===== config.mk =====
export PLATFORM = sky130hd
export DESIGN_NAME = sysex_data_block_framer_top
export DESIGN_NICKNAME = d
export VERILOG_FILES = /design/src/rtl/sdbf_pkg.sv /design/src/rtl/sdbf_front.sv /design/src/rtl/sdbf_queue.sv /design/src/rtl/sdbf_back.sv /design/src/rtl/sysex_data_block_framer_top.sv
export SDC_FILE = /design/constraint.sdc
export NUM_CORES = 1
export LEC_CHECK = 0
export ABC_AREA = 1
export BUFFER_PORTS_ARGS = -buffer_cell sky130_fd_sc_hd__buf_2
export CORE_AREA = 2 2 243 173
export CTS_CLUSTER_DIAMETER = 100
export DETAILED_ROUTE_END_ITERATION = 6
export DIE_AREA = 0 0 245 175
export GPL_TIMING_DRIVEN = 0
export PLACE_DENSITY = 0.56
export SYNTH_ARGS = -nofsm -noshare
export SYNTH_HDL_FRONTEND = slang
export SYNTH_SLANG_ARGS = --single-unit

===== constraint.sdc =====
create_clock -name clk -period 12.8 [get_ports clk]
set_input_delay 1.92 -clock clk [delete_from_list [all_inputs] [get_ports clk]]
set_output_delay 1.92 -clock clk [all_outputs]
set_load 0.05 [all_outputs]

===== src/rtl/sdbf_pkg.sv =====
// ----------------------------------------------------------------------------
// sdbf_pkg
// Shared types, constants and functions of the data block framer.
// ----------------------------------------------------------------------------
package sdbf_pkg;

	localparam int unsigned CFG_W          = 7;
	localparam int unsigned CFG_IDX_W      = 2;
	localparam int unsigned GROUP_SIZE     = 7;
	localparam int unsigned SEQ_W          = 14;
	localparam int unsigned QUEUE_DEPTH_DEF = 2;

	localparam logic [CFG_IDX_W-1:0] REG_MANUFACTURER = 2'd0;
	localparam logic [CFG_IDX_W-1:0] REG_DEVICE       = 2'd1;
	localparam logic [CFG_IDX_W-1:0] REG_BLOCK_TYPE   = 2'd2;

	localparam logic [CFG_W-1:0] MANUFACTURER_RST = 7'd125;
	localparam logic [CFG_W-1:0] DEVICE_RST       = 7'd0;
	localparam logic [CFG_W-1:0] BLOCK_TYPE_RST   = 7'd4;

	localparam logic [7:0] SOX_BYTE = 8'hF0;
	localparam logic [7:0] EOX_BYTE = 8'hF7;
	localparam logic [7:0] CRC_POLY = 8'h07;

	typedef struct packed {
		logic [CFG_W-1:0] manufacturer_id;
		logic [CFG_W-1:0] device_id;
		logic [CFG_W-1:0] block_type;
	} cfg_t;

	typedef struct packed {
		logic                 hdr;
		logic [SEQ_W-1:0]     seq;
		logic                 grp;
		logic [6:0]           top;
		logic [6:0][6:0]      bytes;
		logic [2:0]           cnt;
		logic                 fin;
		logic [7:0]           crc;
	} cmd_t;

	function automatic logic [7:0] crc8_byte(input logic [7:0] c, input logic [7:0] d);
		logic [7:0] r;
		r = c ^ d;
		for (int b = 0; b < 8; b++) begin
			if (r[7]) begin
				r = {r[6:0], 1'b0} ^ CRC_POLY;
			end else begin
				r = {r[6:0], 1'b0};
			end
		end
		return r;
	endfunction

endpackage


===== src/rtl/sdbf_front.sv =====
// ----------------------------------------------------------------------------
// sdbf_front
// Accepts raw bytes, keeps the CRC and the pending group, and issues commands.
// ----------------------------------------------------------------------------
module sdbf_front (
	input  logic                  clk,
	input  logic                  arst_n,
	input  logic                  in_valid,
	output logic                  in_ready,
	input  logic [7:0]            data_byte,
	input  logic [sdbf_pkg::SEQ_W-1:0] seq_number,
	input  logic                  last_byte,
	input  logic                  q_full,
	output logic                  push,
	output sdbf_pkg::cmd_t        cmd
);
	import sdbf_pkg::*;

	logic            inmsg_q;
	logic [2:0]      fill_q;
	logic [6:0]      top_q;
	logic [7:0]      crc_q;
	logic [6:0][6:0] grp_q;

	logic            accept;
	logic [2:0]      fill0;
	logic [2:0]      fill_n;
	logic [6:0]      top_n;
	logic [7:0]      crc_n;
	logic [6:0][6:0] grp_n;
	logic            close;

	always_comb begin
		fill0  = inmsg_q ? fill_q : 3'd0;
		crc_n  = crc8_byte(inmsg_q ? crc_q : 8'd0, data_byte);
		top_n  = (inmsg_q ? top_q : 7'd0) | (7'(data_byte[7]) << fill0);
		grp_n  = grp_q;
		grp_n[fill0] = data_byte[6:0];
		fill_n = fill0 + 3'd1;
		close  = (fill_n == 3'(GROUP_SIZE)) || last_byte;
	end

	assign in_ready = !q_full;
	assign accept   = in_valid && in_ready;
	assign push     = accept && (!inmsg_q || close);

	always_comb begin
		cmd.hdr   = !inmsg_q;
		cmd.seq   = seq_number;
		cmd.grp   = close;
		cmd.top   = top_n;
		cmd.bytes = grp_n;
		cmd.cnt   = fill_n;
		cmd.fin   = last_byte;
		cmd.crc   = crc_n;
	end

	always_ff @(posedge clk or negedge arst_n) begin
		if (!arst_n) begin
			inmsg_q <= 1'b0;
			fill_q  <= 3'd0;
			top_q   <= 7'd0;
			crc_q   <= 8'd0;
		end else if (accept) begin
			inmsg_q <= !last_byte;
			fill_q  <= close ? 3'd0 : fill_n;
			top_q   <= close ? 7'd0 : top_n;
			crc_q   <= last_byte ? 8'd0 : crc_n;
		end
	end

	always_ff @(posedge clk) begin
		if (accept) begin
			grp_q[fill0] <= data_byte[6:0];
		end
	end

endmodule


===== src/rtl/sdbf_queue.sv =====
// ----------------------------------------------------------------------------
// sdbf_queue
// Short command queue between the front and the back.
// ----------------------------------------------------------------------------
module sdbf_queue #(
	parameter int unsigned DEPTH = sdbf_pkg::QUEUE_DEPTH_DEF
) (
	input  logic           clk,
	input  logic           arst_n,
	input  logic           push,
	input  sdbf_pkg::cmd_t wr_cmd,
	input  logic           pop,
	output sdbf_pkg::cmd_t head,
	output logic           empty,
	output logic           full
);
	import sdbf_pkg::*;

	localparam int unsigned AW = (DEPTH > 1) ? $clog2(DEPTH) : 1;
	localparam int unsigned CW = $clog2(DEPTH + 1);

	cmd_t          mem_q [DEPTH];
	logic [AW-1:0] wr_ptr_q;
	logic [AW-1:0] rd_ptr_q;
	logic [CW-1:0] count_q;

	function automatic logic [AW-1:0] ptr_inc(input logic [AW-1:0] p);
		return (p == AW'(DEPTH - 1)) ? '0 : p + AW'(1);
	endfunction

	assign empty = (count_q == '0);
	assign full  = (count_q == CW'(DEPTH));
	assign head  = mem_q[rd_ptr_q];

	always_ff @(posedge clk or negedge arst_n) begin
		if (!arst_n) begin
			wr_ptr_q <= '0;
			rd_ptr_q <= '0;
			count_q  <= '0;
		end else begin
			if (push) begin
				wr_ptr_q <= ptr_inc(wr_ptr_q);
			end
			if (pop) begin
				rd_ptr_q <= ptr_inc(rd_ptr_q);
			end
			if (push && !pop) begin
				count_q <= count_q + CW'(1);
			end else if (pop && !push) begin
				count_q <= count_q - CW'(1);
			end
		end
	end

	always_ff @(posedge clk) begin
		if (push) begin
			mem_q[wr_ptr_q] <= wr_cmd;
		end
	end

endmodule


===== src/rtl/sdbf_back.sv =====
// ----------------------------------------------------------------------------
// sdbf_back
// Walks each command byte by byte and drives the registered output stream.
// ----------------------------------------------------------------------------
module sdbf_back (
	input  logic           clk,
	input  logic           arst_n,
	input  sdbf_pkg::cfg_t cfg,
	input  sdbf_pkg::cmd_t head,
	input  logic           empty,
	output logic           pop,
	output logic           out_valid,
	input  logic           out_ready,
	output logic [7:0]     out_byte,
	output logic           run_end,
	output logic           message_end
);
	import sdbf_pkg::*;

	localparam logic [3:0] IDX_SOX  = 4'd0;
	localparam logic [3:0] IDX_MFR  = 4'd1;
	localparam logic [3:0] IDX_DEV  = 4'd2;
	localparam logic [3:0] IDX_TYPE = 4'd3;
	localparam logic [3:0] IDX_SEQH = 4'd4;
	localparam logic [3:0] IDX_SEQL = 4'd5;
	localparam logic [3:0] IDX_TOP  = 4'd6;
	localparam logic [3:0] IDX_G0   = 4'd7;
	localparam logic [3:0] IDX_G6   = 4'd13;
	localparam logic [3:0] IDX_CRC  = 4'd14;
	localparam logic [3:0] IDX_EOX  = 4'd15;

	logic       mid_q;
	logic [3:0] idx_q;
	logic       ov_q;
	logic [7:0] ob_q;
	logic       orun_q;
	logic       oend_q;

	logic       emit;
	logic [3:0] cur;
	logic [3:0] nxt;
	logic       done;
	logic [2:0] k;
	logic [7:0] sel;

	always_comb begin
		if (mid_q) begin
			cur = idx_q;
		end else if (head.hdr) begin
			cur = IDX_SOX;
		end else if (head.grp) begin
			cur = IDX_TOP;
		end else begin
			cur = IDX_CRC;
		end
		k    = 3'(cur - IDX_G0);
		nxt  = cur + 4'd1;
		done = 1'b0;
		if (cur == IDX_SEQL) begin
			if (head.grp) begin
				nxt = IDX_TOP;
			end else if (head.fin) begin
				nxt = IDX_CRC;
			end else begin
				done = 1'b1;
			end
		end else if (cur >= IDX_G0 && cur <= IDX_G6) begin
			if ({1'b0, k} + 4'd1 >= {1'b0, head.cnt}) begin
				nxt = IDX_CRC;
				done = !head.fin;
			end
		end else if (cur == IDX_EOX) begin
			done = 1'b1;
		end
	end

	always_comb begin
		unique case (cur)
			IDX_SOX:  sel = SOX_BYTE;
			IDX_MFR:  sel = {1'b0, cfg.manufacturer_id};
			IDX_DEV:  sel = {1'b0, cfg.device_id};
			IDX_TYPE: sel = {1'b0, cfg.block_type};
			IDX_SEQH: sel = {1'b0, head.seq[13:7]};
			IDX_SEQL: sel = {1'b0, head.seq[6:0]};
			IDX_TOP:  sel = {1'b0, head.top};
			IDX_CRC:  sel = head.crc;
			IDX_EOX:  sel = EOX_BYTE;
			default:  sel = {1'b0, head.bytes[k]};
		endcase
	end

	assign emit = !empty && (!ov_q || out_ready);
	assign pop  = emit && done;

	always_ff @(posedge clk or negedge arst_n) begin
		if (!arst_n) begin
			mid_q <= 1'b0;
			idx_q <= IDX_SOX;
			ov_q  <= 1'b0;
		end else begin
			if (emit) begin
				ov_q  <= 1'b1;
				mid_q <= !done;
				idx_q <= nxt;
			end else if (out_ready) begin
				ov_q <= 1'b0;
			end
		end
	end

	always_ff @(posedge clk) begin
		if (emit) begin
			ob_q   <= sel;
			orun_q <= done;
			oend_q <= (cur == IDX_EOX);
		end
	end

	assign out_valid   = ov_q;
	assign out_byte    = ob_q;
	assign run_end     = orun_q;
	assign message_end = oend_q;

endmodule


===== src/rtl/sysex_data_block_framer_top.sv =====
// ----------------------------------------------------------------------------
// sysex_data_block_framer_top
// Frames a data block as a System Exclusive message with 7-bit packing and CRC-8.
// ----------------------------------------------------------------------------
// One raw byte is accepted per cycle while the command queue has room; a
// byte that opens a block, fills a group of seven or ends the block issues
// one command, and the back end sends one framed byte per cycle while the
// output is ready, so a long block goes out as eight bytes per group of
// seven, plus the header, CRC and F7. The rate is set by the single output
// byte per cycle of the back-end sequencer, when m_tready does not stall it.
module sysex_data_block_framer_top #(
	parameter int unsigned QUEUE_DEPTH = sdbf_pkg::QUEUE_DEPTH_DEF
) (
	input  logic                          clk,
	input  logic                          arst_n,
	input  logic                          cfg_we,
	input  logic [sdbf_pkg::CFG_IDX_W-1:0] cfg_index,
	input  logic [sdbf_pkg::CFG_W-1:0]    cfg_data,
	input  logic                          s_tvalid,
	output logic                          s_tready,
	input  logic [23:0]                   s_tdata,  // data_byte[7:0], seq_number[21:8], zero
	input  logic                          s_tlast,
	output logic                          m_tvalid,
	input  logic                          m_tready,
	output logic [7:0]                    m_tdata,  // out_byte[7:0]
	output logic                          m_tlast,
	output logic                          m_tuser   // message_end
);
	import sdbf_pkg::*;

	cfg_t cfg_q;
	cmd_t wr_cmd;
	cmd_t head;
	logic push;
	logic pop;
	logic empty;
	logic full;

	always_ff @(posedge clk or negedge arst_n) begin
		if (!arst_n) begin
			cfg_q.manufacturer_id <= MANUFACTURER_RST;
			cfg_q.device_id       <= DEVICE_RST;
			cfg_q.block_type      <= BLOCK_TYPE_RST;
		end else if (cfg_we) begin
			unique case (cfg_index)
				REG_MANUFACTURER: cfg_q.manufacturer_id <= cfg_data;
				REG_DEVICE:       cfg_q.device_id       <= cfg_data;
				REG_BLOCK_TYPE:   cfg_q.block_type      <= cfg_data;
				default:          cfg_q                 <= cfg_q;
			endcase
		end
	end

	sdbf_front u_front (
		.clk        (clk),
		.arst_n     (arst_n),
		.in_valid   (s_tvalid),
		.in_ready   (s_tready),
		.data_byte  (s_tdata[7:0]),
		.seq_number (s_tdata[21:8]),
		.last_byte  (s_tlast),
		.q_full     (full),
		.push       (push),
		.cmd        (wr_cmd)
	);

	sdbf_queue #(
		.DEPTH (QUEUE_DEPTH)
	) u_queue (
		.clk    (clk),
		.arst_n (arst_n),
		.push   (push),
		.wr_cmd (wr_cmd),
		.pop    (pop),
		.head   (head),
		.empty  (empty),
		.full   (full)
	);

	sdbf_back u_back (
		.clk         (clk),
		.arst_n      (arst_n),
		.cfg         (cfg_q),
		.head        (head),
		.empty       (empty),
		.pop         (pop),
		.out_valid   (m_tvalid),
		.out_ready   (m_tready),
		.out_byte    (m_tdata),
		.run_end     (m_tlast),
		.message_end (m_tuser)
	);

endmodule

==> flow_summary.ini <==
[run_status]
status = completed

[sta]
post-route-min-period_ns = 4.28
min_period_over_period_pct = 33.5
slew_viol_final = 0
slew_headroom_pct = 42.8
skew_ns = 0.0185
fmax_ghz = 0.233
setup_viol = 0
finalHoldViolations = 0
setup_ws_ns = 8.52
rsz0062_at_grt = no
tns_ns = 0
worst_pin_slew_ns = 0.858

[yosys]
syn_inst = 1118
avgSynthCellArea_um2 = 10.8
synth_edf_count = 227
synth_top_area_cell = edfxtp_1
ys_warn_count = 0
synth_area_leaders = edfxtp_1 (57%), nand2_1 (11%), dfrtp_1 (9.0%)
syn-num-nets = 1167
netlist.area_leader.share_pct = 56.7
ys.flop_type = edfxtp_1
ys_ff_latch = 277
async_flop_share_pct = 18.1
syn_area_um2 = 12000
synth_cell_types = 39
ys_seq_area_share_pct = 67.2

[global_routing]
grt_first_pass_wirelength_mm = 47.9
overflow = 0
grt.total_usage_pct = 14.6
grt_max_degree = 59
antenna_found_initial = 1
grt_pass1_vias = 7898

[placed_design]
io_buffers = 48
place.gp.congestion = 0.832
dp.cells = 1717
dp_hpwl_mm = 21.9
pre_cts_slack_ns = 8.55

[cts]
h-tree-depth = 1
cts_made_buffers = 27
post-cts-setup-buffer-count = 0
clkTransAtPathRegs_ns = 0.07
hold_buffers = 0
post_cts_resized = 0
clock-sinks = 277
cts_tree = built
worst_skew_pair.late_latency_ns = 0.56
cts-root-buf = clkbuf_16
ctsLongestPathBuffers = 3

[layout]
instances_no_fill = 1768
final_cell_mix = nand2_1 (358), edfxtp_1 (227), o21ai_0 (127)
fin_util_pct = 34.7
final_common_cell = nand2_1
drive_gt1_share_pct = 14.1
area_delta_synth_final_pct = 17.0
finalNetCount = 1252
multiInputGateArea_um2 = 3470
fillers = 4020
ff_latch_area_um2 = 8080

[floorplanning]
core-area_um2 = 40600
num_rows = 62
die-area_um2 = 42900
die_x_um = 245
initial_core_util_pct = 29.6
die_h_um = 175
top_level_ports = 51

[setup_path]
worstPathMaxFanout = 11
crit_type = reg -> reg
critical_path_arrival_ns = 4.71
cp_data_required_time_ns = 13.23
endpoint_kind = flop
startpoint_type = flop

[min_path]
min_path_type = reg -> reg

[route]
drtPass1Iterations = 5
drtIter0Drc = 816
route.vias.total = 8212
antenna_left = 0
routed_via_density = 4.64
wl_per_cell_um = 17.6
drc_errors = 0
wl_mm = 31.1

[power_and_ir_drop]
powerDensity_nw_per_um2 = 261
power_mw = 3.67
ir_drop_mv = 0.109
leakagePower_nw = 5.67

[run]
cap_violations = 0
## kinds of logic (layout without fill, tap and decap cells)
| family | count (synthesis) | count (layout) | share of synthesized area, % |
|---|---|---|---|
| xor gates and xnor gates | 25 | 25 | 1.82 |
| buffers and inverters | 120 | 225 | 4.05 |
| DFF | 277 | 277 | 67.2 |
| other | 0 | 1 | 0 |
| muxes | 7 | 7 | 0.583 |
| and+or+nand+nor | 508 | 508 | 17.6 |
| AOI/OAI and AO/OA | 171 | 171 | 7.70 |
| adders and majority gates | 10 | 10 | 1.04 |
## worst max-delay path: stages, from the launching register on
cell	delay [ns]
dfrtp_1	0.46
nand2_1	0.30
inv_2	0.09
buf_2	0.23
ha_1	0.30
buf_2	0.19
clkinv_1	0.29
nand2_1	0.51
nand2_1	0.10
inv_1	0.08
ha_1	0.22
o21ai_0	0.09
nand2_1	0.08
a21oi_1	0.13
nand2_1	0.12
nand4_1	0.12
nand2_1	0.10
nand2_1	0.10
ha_1	0.25
a21oi_1	0.11
o21ai_0	0.10
xor2_1	0.15
## through the flow
stage	cell area (um2)	hold WS, ns
finish	14100	0.481
global placement	12900	0.463
CTS	14000	0.482
global route	14100	0.514
floorplan	12000	0.446
detailed placement	13100	0.469
## cells in the mapped netlist, types with 3 or more instances
| cell type | count |
|---|---|
| dfrtp_1 | 43 |
| nor2_1 | 65 |
| o211ai_1 | 9 |
| nand3_1 | 35 |
| ha_1 | 10 |
| inv_2 | 5 |
| xor2_1 | 15 |
| nand2_1 | 358 |
| edfxtp_1 | 227 |
| dfstp_2 | 7 |
| nand3_2 | 3 |
| inv_1 | 78 |
| nor3_1 | 4 |
| a21oi_1 | 8 |
| buf_2 | 14 |
| o21ai_1 | 6 |
| or2_2 | 16 |
| nand2_2 | 4 |
| xnor2_1 | 10 |
| nand4_1 | 5 |
| o21ai_0 | 127 |
| clkbuf_1 | 18 |
| mux2i_1 | 7 |
| nor2_2 | 11 |
| o22ai_1 | 12 |
## power by group
part | internal, mW | switching [mW]
clock network | 0.498 | 0.348
registers | 1.34 | 0.0760
logic | 0.389 | 1.02
total | 2.23 | 1.44
## worst paths after layout
| check | from | end | slack, ns | depth (start not counted) |
|---|---|---|---|---|
| setup / recovery | u_back.mid_q | u_queue.count_q[1] | 8.52 | 21 |
| hold / removal | u_queue.count_q[0] | u_queue.count_q[0] | 0.48 | 1 |
| setup reg to reg | u_back.mid_q | u_queue.count_q[1] | 8.52 | 21 |
| hold reg to reg | u_queue.count_q[0] | u_queue.count_q[0] | 0.48 | 1 |
| max in group asynchronous | arst_n | cfg_q[18] | 10.91 | 2 |
| min in group asynchronous | arst_n | u_queue.wr_ptr_q | 1.27 | 1 |
## state kept, by name, indices dropped and copies added, names as in the netlist, 3 cells and up
signal           cells
u_back.idx_q         4
u_front.grp_q       49
u_queue.mem_q      168
u_front.fill_q       3
cfg_q               21
u_back.out_byte      8
u_front.top_q        7
u_front.crc_q        8
## area by class of cell
type,instances,area share [%]
flip-flops and latches,277,57.4
multi-input cells,721,24.7
diodes,1,0.0178
well taps,544,4.84
clock inverters,17,1.51
repair buffers,56,2.95
inverters,85,2.27
clock buffers,32,5.08
plain buffers,35,1.22
## routing by layer
layer	wire length, um	vias to the layer above	share of wire (%)	track usage (%)
met5	0	-	0	0
li1	-	3943	-	-
met3	2590	35	8.3	3.33
met2	12000	256	38	19.3
met4	460	0	1.5	2.57
met1	16100	3978	52	24.0
Note: power is estimated with default switching activity, not from simulation.
